### src/hdl/vfce_pkg.sv
// ----------------------------------------------------------------------------
// vfce_pkg: shared types and constants
// Widths, fixed-point constants and the per-point control bundle used by the
// surface elevation integrator.
// ----------------------------------------------------------------------------
package vfce_pkg;

  localparam int unsigned CoordW = 32;
  localparam int unsigned FracW  = 17;
  localparam int unsigned TolW   = 16;
  localparam int unsigned DxW    = CoordW + 1;
  localparam int unsigned FsumW  = FracW + 1;
  localparam int unsigned TermW  = DxW + FsumW + 1;
  localparam int unsigned AreaW  = 64;
  localparam int unsigned InDataW = 56;

  localparam logic [FracW-1:0]        FracOne   = 17'd65536;
  localparam logic [TolW-1:0]         TolReset  = 16'd7;
  localparam logic signed [AreaW-1:0] AreaLimit = 64'sd4611686018427387904;
  localparam logic signed [AreaW-1:0] AreaRound = 64'sd65536;
  localparam logic [CoordW-1:0]       ElevMin   = 32'h8000_0000;
  localparam logic [CoordW-1:0]       ElevMax   = 32'h7fff_ffff;

  // Line position of one point, carried alongside its data
  typedef struct packed {
    logic first;  // opens a new line
    logic multi;  // at least two points in the line, this one included
    logic last;   // closes the line
  } pt_ctl_t;

endpackage

### src/hdl/vfce_term.sv
// ----------------------------------------------------------------------------
// vfce_term: input register and trapezoid term
// Registers each point with its difference to the previous point, then forms
// dx * (f + f_prev) in a second register stage.
// ----------------------------------------------------------------------------
module vfce_term
  import vfce_pkg::*;
(
  input  logic                     clk,
  input  logic                     rst_n,
  input  logic                     in_tvalid,
  output logic                     in_tready,
  input  logic [InDataW-1:0]       in_tdata,
  input  logic                     in_tlast,
  input  logic                     dn_ready,
  output logic                     pt_valid,
  output logic signed [TermW-1:0]  pt_term,
  output logic signed [CoordW-1:0] pt_coord,
  output logic [FracW-1:0]         pt_frac,
  output pt_ctl_t                  pt_ctl
);

  logic                     v0_r, v1_r;
  logic                     rdy0, rdy1, acc;
  logic [1:0]               pts_r, pts_nxt;
  logic signed [CoordW-1:0] prev_c_r;
  logic [FracW-1:0]         prev_f_r;
  logic signed [CoordW-1:0] c_in;
  logic [FracW-1:0]         f_raw, f_in;
  logic signed [DxW-1:0]    dx_r, dx_nxt;
  logic [FsumW-1:0]         fsum_r, fsum_nxt;
  logic signed [CoordW-1:0] c0_r, c1_r;
  logic [FracW-1:0]         f0_r, f1_r;
  pt_ctl_t                  ctl0_r, ctl1_r, ctl_nxt;
  logic signed [TermW-1:0]  term_r, term_nxt;

  assign c_in  = $signed(in_tdata[CoordW-1:0]);
  assign f_raw = in_tdata[CoordW+FracW-1:CoordW];
  assign f_in  = (f_raw > FracOne) ? FracOne : f_raw;

  assign rdy1      = !v1_r || dn_ready;
  assign rdy0      = !v0_r || rdy1;
  assign in_tready = rdy0;
  assign acc       = in_tvalid && rdy0;

  always_comb begin
    dx_nxt        = {c_in[CoordW-1], c_in} - {prev_c_r[CoordW-1], prev_c_r};
    fsum_nxt      = {1'b0, f_in} + {1'b0, prev_f_r};
    ctl_nxt.first = (pts_r == 2'd0);
    ctl_nxt.multi = (pts_r != 2'd0);
    ctl_nxt.last  = in_tlast;
    // count points, saturate at two, restart after the closing point
    if (in_tlast) begin
      pts_nxt = 2'd0;
    end else if (pts_r == 2'd2) begin
      pts_nxt = pts_r;
    end else begin
      pts_nxt = pts_r + 2'd1;
    end
    term_nxt = dx_r * $signed({1'b0, fsum_r});
  end

  always_ff @(posedge clk) begin
    if (!rst_n) begin
      v0_r  <= 1'b0;
      v1_r  <= 1'b0;
      pts_r <= 2'd0;
    end else begin
      if (rdy0) begin
        v0_r <= in_tvalid;
      end
      if (rdy1) begin
        v1_r <= v0_r;
      end
      if (acc) begin
        pts_r <= pts_nxt;
      end
    end
  end

  always_ff @(posedge clk) begin
    if (acc) begin
      prev_c_r <= c_in;
      prev_f_r <= f_in;
      dx_r     <= dx_nxt;
      fsum_r   <= fsum_nxt;
      c0_r     <= c_in;
      f0_r     <= f_in;
      ctl0_r   <= ctl_nxt;
    end
    if (rdy1 && v0_r) begin
      term_r <= term_nxt;
      c1_r   <= c0_r;
      f1_r   <= f0_r;
      ctl1_r <= ctl0_r;
    end
  end

  assign pt_valid = v1_r;
  assign pt_term  = term_r;
  assign pt_coord = c1_r;
  assign pt_frac  = f1_r;
  assign pt_ctl   = ctl1_r;

endmodule

### src/hdl/volume_fraction_column_elevation.sv
// ----------------------------------------------------------------------------
// volume_fraction_column_elevation: surface elevation of one sampling line
// Integrates liquid fraction along a line by the trapezoidal rule and emits
// min coordinate plus half the area on the closing point of each line.
// ----------------------------------------------------------------------------
// Points enter one per cycle at full rate through a four-register pipeline:
// input register, multiply, accumulate, output rounding. The accumulate and
// min compare feed back within their own stage, so throughput is one point
// per clock while out_tready stays high. The user must write the tolerance
// register only while the block is idle; the block does not enforce this.
// cfg_ready is always high.
module volume_fraction_column_elevation
  import vfce_pkg::*;
(
  input  logic               clk,
  input  logic               rst_n,
  input  logic               cfg_valid,
  output logic               cfg_ready,
  input  logic [TolW-1:0]    cfg_data,    // fraction_tolerance
  input  logic               in_tvalid,
  output logic               in_tready,
  input  logic [InDataW-1:0] in_tdata,    // [31:0] coord_value, [48:32] fraction_value
  input  logic               in_tlast,    // last_point
  output logic               out_tvalid,
  input  logic               out_tready,
  output logic [CoordW-1:0]  out_tdata,   // [31:0] elevation
  output logic [0:0]         out_tuser    // [0] valid_res
);

  logic [TolW-1:0]          tol_r;
  logic                     pt_valid;
  logic signed [TermW-1:0]  pt_term;
  logic signed [CoordW-1:0] pt_coord;
  logic [FracW-1:0]         pt_frac;
  pt_ctl_t                  pt_ctl;
  logic                     rdy2, rdy3, adv1;

  logic signed [AreaW-1:0]  area_r, area_nxt, area_sum;
  logic signed [CoordW-1:0] min_r, min_nxt;
  logic [FracW-1:0]         ff_r, ff_nxt;
  logic [FracW-1:0]         wet_thr;
  logic                     ok_nxt;

  logic                     v2_r, ok2_r;
  logic signed [AreaW-1:0]  area2_r;
  logic signed [CoordW-1:0] min2_r;

  logic                     v3_r, ok3_r;
  logic [CoordW-1:0]        elev_r, elev_nxt;
  logic signed [AreaW-1:0]  rnd;
  logic signed [AreaW-18:0] half;
  logic signed [AreaW-17:0] esum;

  assign cfg_ready = 1'b1;

  vfce_term u_term (
    .clk       (clk),
    .rst_n     (rst_n),
    .in_tvalid (in_tvalid),
    .in_tready (in_tready),
    .in_tdata  (in_tdata),
    .in_tlast  (in_tlast),
    .dn_ready  (rdy2),
    .pt_valid  (pt_valid),
    .pt_term   (pt_term),
    .pt_coord  (pt_coord),
    .pt_frac   (pt_frac),
    .pt_ctl    (pt_ctl)
  );

  assign rdy3 = !v3_r || out_tready;
  assign rdy2 = !v2_r || rdy3;
  assign adv1 = pt_valid && rdy2;

  // accumulate stage
  always_comb begin
    area_sum = area_r + AreaW'(pt_term);
    wet_thr  = FracOne - {1'b0, tol_r};
    if (pt_ctl.first) begin
      area_nxt = '0;
      min_nxt  = pt_coord;
      ff_nxt   = pt_frac;
    end else begin
      priority if (area_sum > AreaLimit) begin
        area_nxt = AreaLimit;
      end else if (area_sum < -AreaLimit) begin
        area_nxt = -AreaLimit;
      end else begin
        area_nxt = area_sum;
      end
      min_nxt = (pt_coord < min_r) ? pt_coord : min_r;
      ff_nxt  = ff_r;
    end
    // mark single-point lines and lines whose ends are both dry or both wet invalid
    ok_nxt = pt_ctl.multi
          && !((ff_nxt < {1'b0, tol_r}) && (pt_frac < {1'b0, tol_r}))
          && !((ff_nxt > wet_thr) && (pt_frac > wet_thr));
  end

  // output stage: min + floor((area + 2^16) / 2^17), saturated
  always_comb begin
    rnd  = area2_r + AreaRound;
    half = rnd[AreaW-1:17];
    esum = (AreaW-16)'(min2_r) + (AreaW-16)'(half);
    priority if (!ok2_r) begin
      elev_nxt = ElevMin;
    end else if (esum > $signed((AreaW-16)'($signed(ElevMax)))) begin
      elev_nxt = ElevMax;
    end else if (esum < $signed((AreaW-16)'($signed(ElevMin)))) begin
      elev_nxt = ElevMin;
    end else begin
      elev_nxt = esum[CoordW-1:0];
    end
  end

  always_ff @(posedge clk) begin
    if (!rst_n) begin
      tol_r  <= TolReset;
      area_r <= '0;
      min_r  <= '0;
      ff_r   <= '0;
      v2_r   <= 1'b0;
      v3_r   <= 1'b0;
    end else begin
      if (cfg_valid) begin
        tol_r <= cfg_data;
      end
      if (adv1) begin
        area_r <= area_nxt;
        min_r  <= min_nxt;
        ff_r   <= ff_nxt;
      end
      if (rdy2) begin
        v2_r <= pt_valid && pt_ctl.last;
      end
      if (rdy3) begin
        v3_r <= v2_r;
      end
    end
  end

  always_ff @(posedge clk) begin
    if (adv1 && pt_ctl.last) begin
      area2_r <= area_nxt;
      min2_r  <= min_nxt;
      ok2_r   <= ok_nxt;
    end
    if (rdy3 && v2_r) begin
      elev_r <= elev_nxt;
      ok3_r  <= ok2_r;
    end
  end

  assign out_tvalid   = v3_r;
  assign out_tdata    = elev_r;
  assign out_tuser[0] = ok3_r;

`ifndef ASSERT_OFF
  a_area_range: assert property (@(posedge clk) disable iff (!rst_n)
    (area_r <= AreaLimit) && (area_r >= -AreaLimit))
    else $error("accumulator outside saturation limits");

  a_invalid_code: assert property (@(posedge clk) disable iff (!rst_n)
    out_tvalid && !out_tuser[0] |-> out_tdata == ElevMin)
    else $error("invalid result without the invalid elevation code");

  a_only_last: assert property (@(posedge clk) disable iff (!rst_n)
    rdy2 && pt_valid && !pt_ctl.last |=> !v2_r)
    else $error("result stage loaded by a point that does not close a line");
`endif

endmodule
### config.mk
export PLATFORM = sky130hd
export DESIGN_NAME = volume_fraction_column_elevation
export DESIGN_NICKNAME = d
export VERILOG_FILES = /design/src/hdl/vfce_pkg.sv /design/src/hdl/vfce_term.sv /design/src/hdl/volume_fraction_column_elevation.sv
export SDC_FILE = /design/constraint.sdc
export NUM_CORES = 2
export LEC_CHECK = 0
export ABC_AREA = 1
export BUFFER_PORTS_ARGS = -buffer_cell sky130_fd_sc_hd__buf_2
export CELL_PAD_IN_SITES_DETAIL_PLACEMENT = 1
export CELL_PAD_IN_SITES_GLOBAL_PLACEMENT = 2
export CORE_MARGIN = 2
export CORE_UTILIZATION = 42
export DETAILED_ROUTE_END_ITERATION = 6
export GPL_ROUTABILITY_DRIVEN = 0
export PLACE_DENSITY_LB_ADDON = 0.1
export SYNTH_ARGS = -nofsm -noshare
export SYNTH_HDL_FRONTEND = slang
export SYNTH_SLANG_ARGS = --single-unit
### constraint.sdc
create_clock -name clk -period 9.5 [get_ports clk]
set_clock_uncertainty 0.2 [all_clocks]
set_input_delay 0.95 -clock clk [delete_from_list [all_inputs] [get_ports clk]]
set_output_delay 0.95 -clock clk [all_outputs]
set_load 0.01 [all_outputs]
# After elaboration in Yosys (flattened, before gate mapping)
# Index checks and enable logic that the tools add are counted.
[totals] reg_bits=472 inputBits=78 output_inout_bits=36 word_cells=81
[classes] add_sub_neg=7 n_mul=1 magnitude_cmp=10 n_eq_ne=2 mux=11 reduce_logical=23
[op_table] cell="2-to-1 mux 64 bit" n=3
[op_table] cell="2-to-1 mux 32 bit" n=4
[op_table] cell="adder 64 x 18 -> 64 bit, second input constant" n=1
[op_table] cell="adder 64 x 52 -> 64 bit" n=1
[op_table] cell="greater-than comparator 64 bit, second input constant" n=1
[op_table] cell="< comparator 64 x 63 -> 1 bit, second input constant" n=1
[op_table] cell="multiplier 33 x 19 -> 52 bit" n=1
[op_table] cell="adder 32 x 47 -> 48 bit" n=1
[op_table] cell="greater-than comparator 48 x 32 -> 1 bit, second input constant" n=1
[op_table] cell="< comparator 48 x 32 -> 1 bit, second input constant" n=1
[op_table] cell="greater-than comparator 17 bit" n=2
[op_table] cell="< comparator 17 x 16 -> 1 bit" n=2
[op_table] cell="2-to-1 mux 17 bit" n=2
[op_table] cell="subtractor 32 x 32 -> 33 bit" n=1
[op_table] cell="< comparator 32 bit" n=1
[op_table] cell="adder 17 x 17 -> 18 bit" n=1
[op_table] cell="greater-than comparator 17 bit, second input constant" n=1
[op_table] cell="subtractor 17 x 16 -> 17 bit, first input constant" n=1
[op_table] cell="logical AND 1 bit" n=10
[op_table] cell="logical NOT 1 bit" n=6
[op_table] cell="logical OR 1 bit" n=4
[op_table] cell="2-to-1 mux 2 bit" n=2
[op_table] cell="adder 2 x 1 -> 2 bit, second input constant" n=1
[op_table] cell="== test 2 bit, second input constant" n=1
[op_table] cell="other kinds (4)" n=4

# Depth between registers and ports, before layout
[logic_depth] ltp_word=7 depth_mapped=36 depth_no_buf=35

# Modules after synthesis
# From an unflattened synthesis, not the netlist that was laid out.
[unflattened] hier_cells=7796 area_unflattened_um2=55897.4
[modules_own_cells] module="vfce_term" n_inst=1 cells_each=4235 area_per_inst_um2=33255.6 seq_area_each_um2=6296.0
[modules_own_cells] module="volume_fraction_column_elevation" n_inst=1 cells_each=3561 area_per_inst_um2=22641.7 seq_area_each_um2=6045.8

# Worst setup path after synthesis
# No wires, ideal clock.
[synth_path] path_kind="input to register" startpoint="input port out_tready" endpoint="register u_term.pts_r[0]" setup_ps=135 arrival_time_ps=6473 required_time_ps=9165 path_slack_ps=2692 cell_stages=9 path_buffers=0 path_cell_list="nor2_1 > inv_1 > nor2_1 > nand2_1 > nor2_1 > nor2_1 > nand2_1 > a21oi_1 > a211oi_1"
[synth_between] elab_chain_cells=6
[synth_lines] item="from (decl)" line_no="volume_fraction_column_elevation.sv:25" text="input logic out_tready,"
[synth_lines] item="logical OR 1 bit" line_no="volume_fraction_column_elevation.sv:71" text="assign rdy3 = !v3_r || out_tready;"
[synth_lines] item="logical OR 1 bit" line_no="volume_fraction_column_elevation.sv:72" text="assign rdy2 = !v2_r || rdy3;"
[synth_lines] item="logical OR 1 bit" line_no="vfce_term.sv:41" text="assign rdy1 = !v1_r || dn_ready;"
[synth_lines] item="logical OR 1 bit" line_no="vfce_term.sv:42" text="assign rdy0 = !v0_r || rdy1;"
[synth_lines] item="logical AND 1 bit" line_no="vfce_term.sv:44" text="assign acc = in_tvalid && rdy0;"
[synth_lines] item="net u_term.acc" line_no="vfce_term.sv:24" text="logic rdy0, rdy1, acc;"
[synth_lines] item="AND reduction 2 bit (no line)"
[synth_lines] item="to (signal assigned)" line_no="vfce_term.sv:76" text="pts_r <= pts_nxt;"
[synth_lines] item="to (decl)" line_no="vfce_term.sv:25" text="logic [1:0] pts_r, pts_nxt;"
# The timed path passes the listed nets, and every way through them passes these cells.
# A chain may end at the register's enable or synchronous reset.

# Final worst setup path
[layout_path] startpoint="register u_term.fsum_r[6]" endpoint="register u_term.term_r[51] (netlist: u_term.pt_term[51]), data pin"
[layout_between] elab_chain_cells=1
[layout_lines] item="from (decl)" line_no="vfce_term.sv:31" text="logic [FsumW-1:0] fsum_r, fsum_nxt;"
[layout_lines] item="from (signal assigned)" line_no="vfce_term.sv:86" text="fsum_r <= fsum_nxt;"
[layout_lines] item="multiplier 33 x 19 -> 52 bit" line_no="vfce_term.sv:60" text="term_nxt = dx_r * $signed({1'b0, fsum_r});"
[layout_lines] item="net u_term.term_nxt[51]" line_no="vfce_term.sv:35" text="logic signed [TermW-1:0] term_r, term_nxt;"
[layout_lines] item="to (signal assigned)" line_no="vfce_term.sv:92" text="term_r <= term_nxt;"
[layout_lines] item="to (decl)" line_no="vfce_term.sv:35"
# The timed path passes the listed nets, and every way through them passes these cells.

==> results.json <==
{
  "wire_length_of_the_first_global_routing_pass_um": 271000,
  "final.setup.worst_slack_ps": 1770,
  "cts-resized-gates": 0,
  "die_height_um": 359,
  "cts.reportedPaths.clkPinSlew_ps": 60,
  "fmaxAchievable_ghz": 0.129,
  "cts_tree": "yes",
  "cts_root_buf": "clkbuf_16",
  "post_synth.cell_area_avg_um2": 7.56,
  "synth.yosys.warnings": 0,
  "groute.usage.overall_pct": 26.7,
  "setup_viol_count_final": 0,
  "layout.cells.most_common": "nand2_1",
  "r2r_slack_ps": 1770,
  "min_from": "u_term.ctl0_r[2]",
  "slew_violations": 0,
  "global_route_congestion_overflow_total": 0,
  "layout_common_cells": "nand2_1, inv_1, fa_1",
  "final_nets": 8037,
  "ff2ff_path_depth": 19,
  "drt_pre_antenna_iters": 5,
  "fin_tns_setup_ps": 0,
  "final-hold-violation-count": 0,
  "floorplan.initialDensity_pct": 42.2,
  "cts_made_buffers": 51,
  "rows": 130,
  "worstPathArrival_ps": 7930,
  "relSlewSlack_pct": 13.9,
  "fp.dieArea_mm2": 0.129,
  "place_worst_setup_slack_ps": 1730,
  "route.detailed.wl_per_inst_um": 19.6,
  "worstPathRequired_ps": 9700,
  "grt_util_met3_pct": 2.13,
  "synth.distinct_cells": 52,
  "synth-edff-count": 321,
  "layout.filler_cells": 15720,
  "grt_max_degree": 97,
  "post-route-drc-count": 0,
  "post_cts_hold_buffer_count": 0,
  "cts.sinks": 456,
  "port_buffers": 105,
  "critPathLaunch": "u_term.fsum_r[6]",
  "route.antenna.remaining_nets": 0,
  "setup.worst_path.class": "flip-flop to flip-flop",
  "hp-class": "flip-flop to flip-flop",
  "postSynth.topFlopCell": "edfxtp_1",
  "reg2reg_to": "u_term.pt_term[51]",
  "num_antenna_cells": 0,
  "ffs_latches_synth": 456,
  "syn-cell-area_mm2": 0.0530,
  "drtIter0Drc": 2190,
  "critical_path.endpoint_type": "flip-flop",
  "die_x_um": 359,
  "crit_path_start_kind": "flip-flop",
  "synthArstFlopShare_pct": 0,
  "timing.final.crit_period_ps": 7730,
  "detailroute.via_count": 43980,
  "totalWireLength_um": 170000,
  "post_cts.repair.setup_buffers": 0,
  "clock_path_buffers": 3,
  "rsz0062_at_grt": "false",
  "synthesis.instances": 7004,
  "number_of_top_level_design_ports": 114,
  "synth.yosys.seq_area_share_pct": 23.3,
  "busiest_layer": "met2",
  "htreeDepth": 2,
  "synthesis.nets": 8047,
  "drv_cap": 0,
  "worst-slew-pin-transition_ps": 1290,
  "clk_lat_worst_skew_ps": 660,
  "global_route.usage.met1_pct": 36.5,
  "status": "finished clean",
  "grt_pass1_vias": 47720,
  "avgViaCountPerCell": 5.06,
  "min_delay_worst_endpoint": "u_term.pt_ctl[2]",
  "grt.met2_usage_pct": 46.3,
  "core_mm2": 0.125,
  "flow.area_growth_from_synthesis_pct": 7.17,
  "period_share_pct": 81.4,
  "worstHoldPathCells": 0,
  "grt_antenna_before_repair": 2,
  "final_layout_size_suffix_gt1_share_pct": 3.99,
  "worst-path-max-fanout": 22,
  "r2r-start": "u_term.fsum_r[6]",
  "detailedPlacementHpwl_um": 141000
}
sequential cells by signal, indices dropped and copies added, names as in the netlist, 16 cells and up:
register	flops
area_r	64
u_term.pt_term	52
area2_r	48
u_term.dx_r	33
min2_r	32
min_r	32
out_tdata	32
u_term.c0_r	32
u_term.pt_coord	32
u_term.fsum_r	18
ff_r	17
u_term.f0_r	17
u_term.pt_frac	17
tol_r	16
cells in the mapped netlist (30+ instances only):
cell	number	area, um^2
a21oi_1	463	2320
a31oi_1	34	213
clkbuf_1	174	653
dfxtp_1	135	2700
edfxtp_1	321	9640
fa_1	577	11600
ha_1	388	4850
inv_1	1762	6610
nand2_1	1764	6620
nand3_1	156	781
nand4_1	78	488
nor2_1	397	1490
nor3_1	61	305
nor4_1	30	188
o21ai_0	250	1250
xnor2_1	88	771
xor2_1	128	1120
layout make-up:
class	instances	area, um^2	share of cell area, %
sequential	456	12300	21.7
multi-input combinational	4564	33100	58.4
tap	1650	2060	3.64
timing repair buffer	154	893	1.57
clock inverter	28	235	0.414
clock buffer	68	1470	2.58
inverter	1767	6640	11.7
worst max-delay path: stages, from the launching register on:
cell and delay (ps):
edfxtp_1 1210, buf_4 370, nand2_1 90, fa_1 830
inv_1 130, fa_1 940, fa_1 550, fa_1 520
fa_1 500, inv_1 60, fa_1 530, inv_1 40
ha_1 340, a21oi_1 110, o21ai_0 350, nand2_1 100
o211ai_1 130, nor2_1 80, a21oi_1 280, xor2_1 110
how the worst max path moves through the flow:
stage	end	slack, ps
floorplan	u_term.pts_r[0]	2690
global placement	u_term.pt_term[51]	1870
detailed placement	u_term.pt_term[51]	1730
CTS	u_term.pt_term[51]	1740
global route	u_term.pt_term[51]	1420
finish	u_term.pt_term[51]	1770
kinds of logic after synthesis:
family | share of synthesized area (%)
mux | 0.0189
fa+ha+maj | 31.0
flops | 23.3
buf+inv | 14.2
other cells | 0.00708
simple gates | 19.6
xor+xnor | 3.57
compound gates | 8.32
metal layers:
metal  share of wire, %  up-vias  wire [um]
met5                  0        -          0
met4                2.1        0       3510
met3                3.3      169       5680
met2                 48      688      81900
met1                 46    21839      78900
li1                   -    21284          -
through the flow:
step | hold slack, ps | instances | utilization, % | cell area, um^2
6_report | 237 | 8687 | 45.3 | 56800
5_1_grt | 253 | 8687 | 45.3 | 56800
4_1_cts | 240 | 8687 | 45.3 | 56800
3_5_place_dp | 215 | 8591 | 43.9 | 55100
3_3_place_gp | 205 | 8591 | 43.9 | 55100
2_1_floorplan | 200 | 7004 | - | 53000
Power is not shown: default switching activity piles up to over one toggle a cycle in this logic, so the estimate is an artifact.
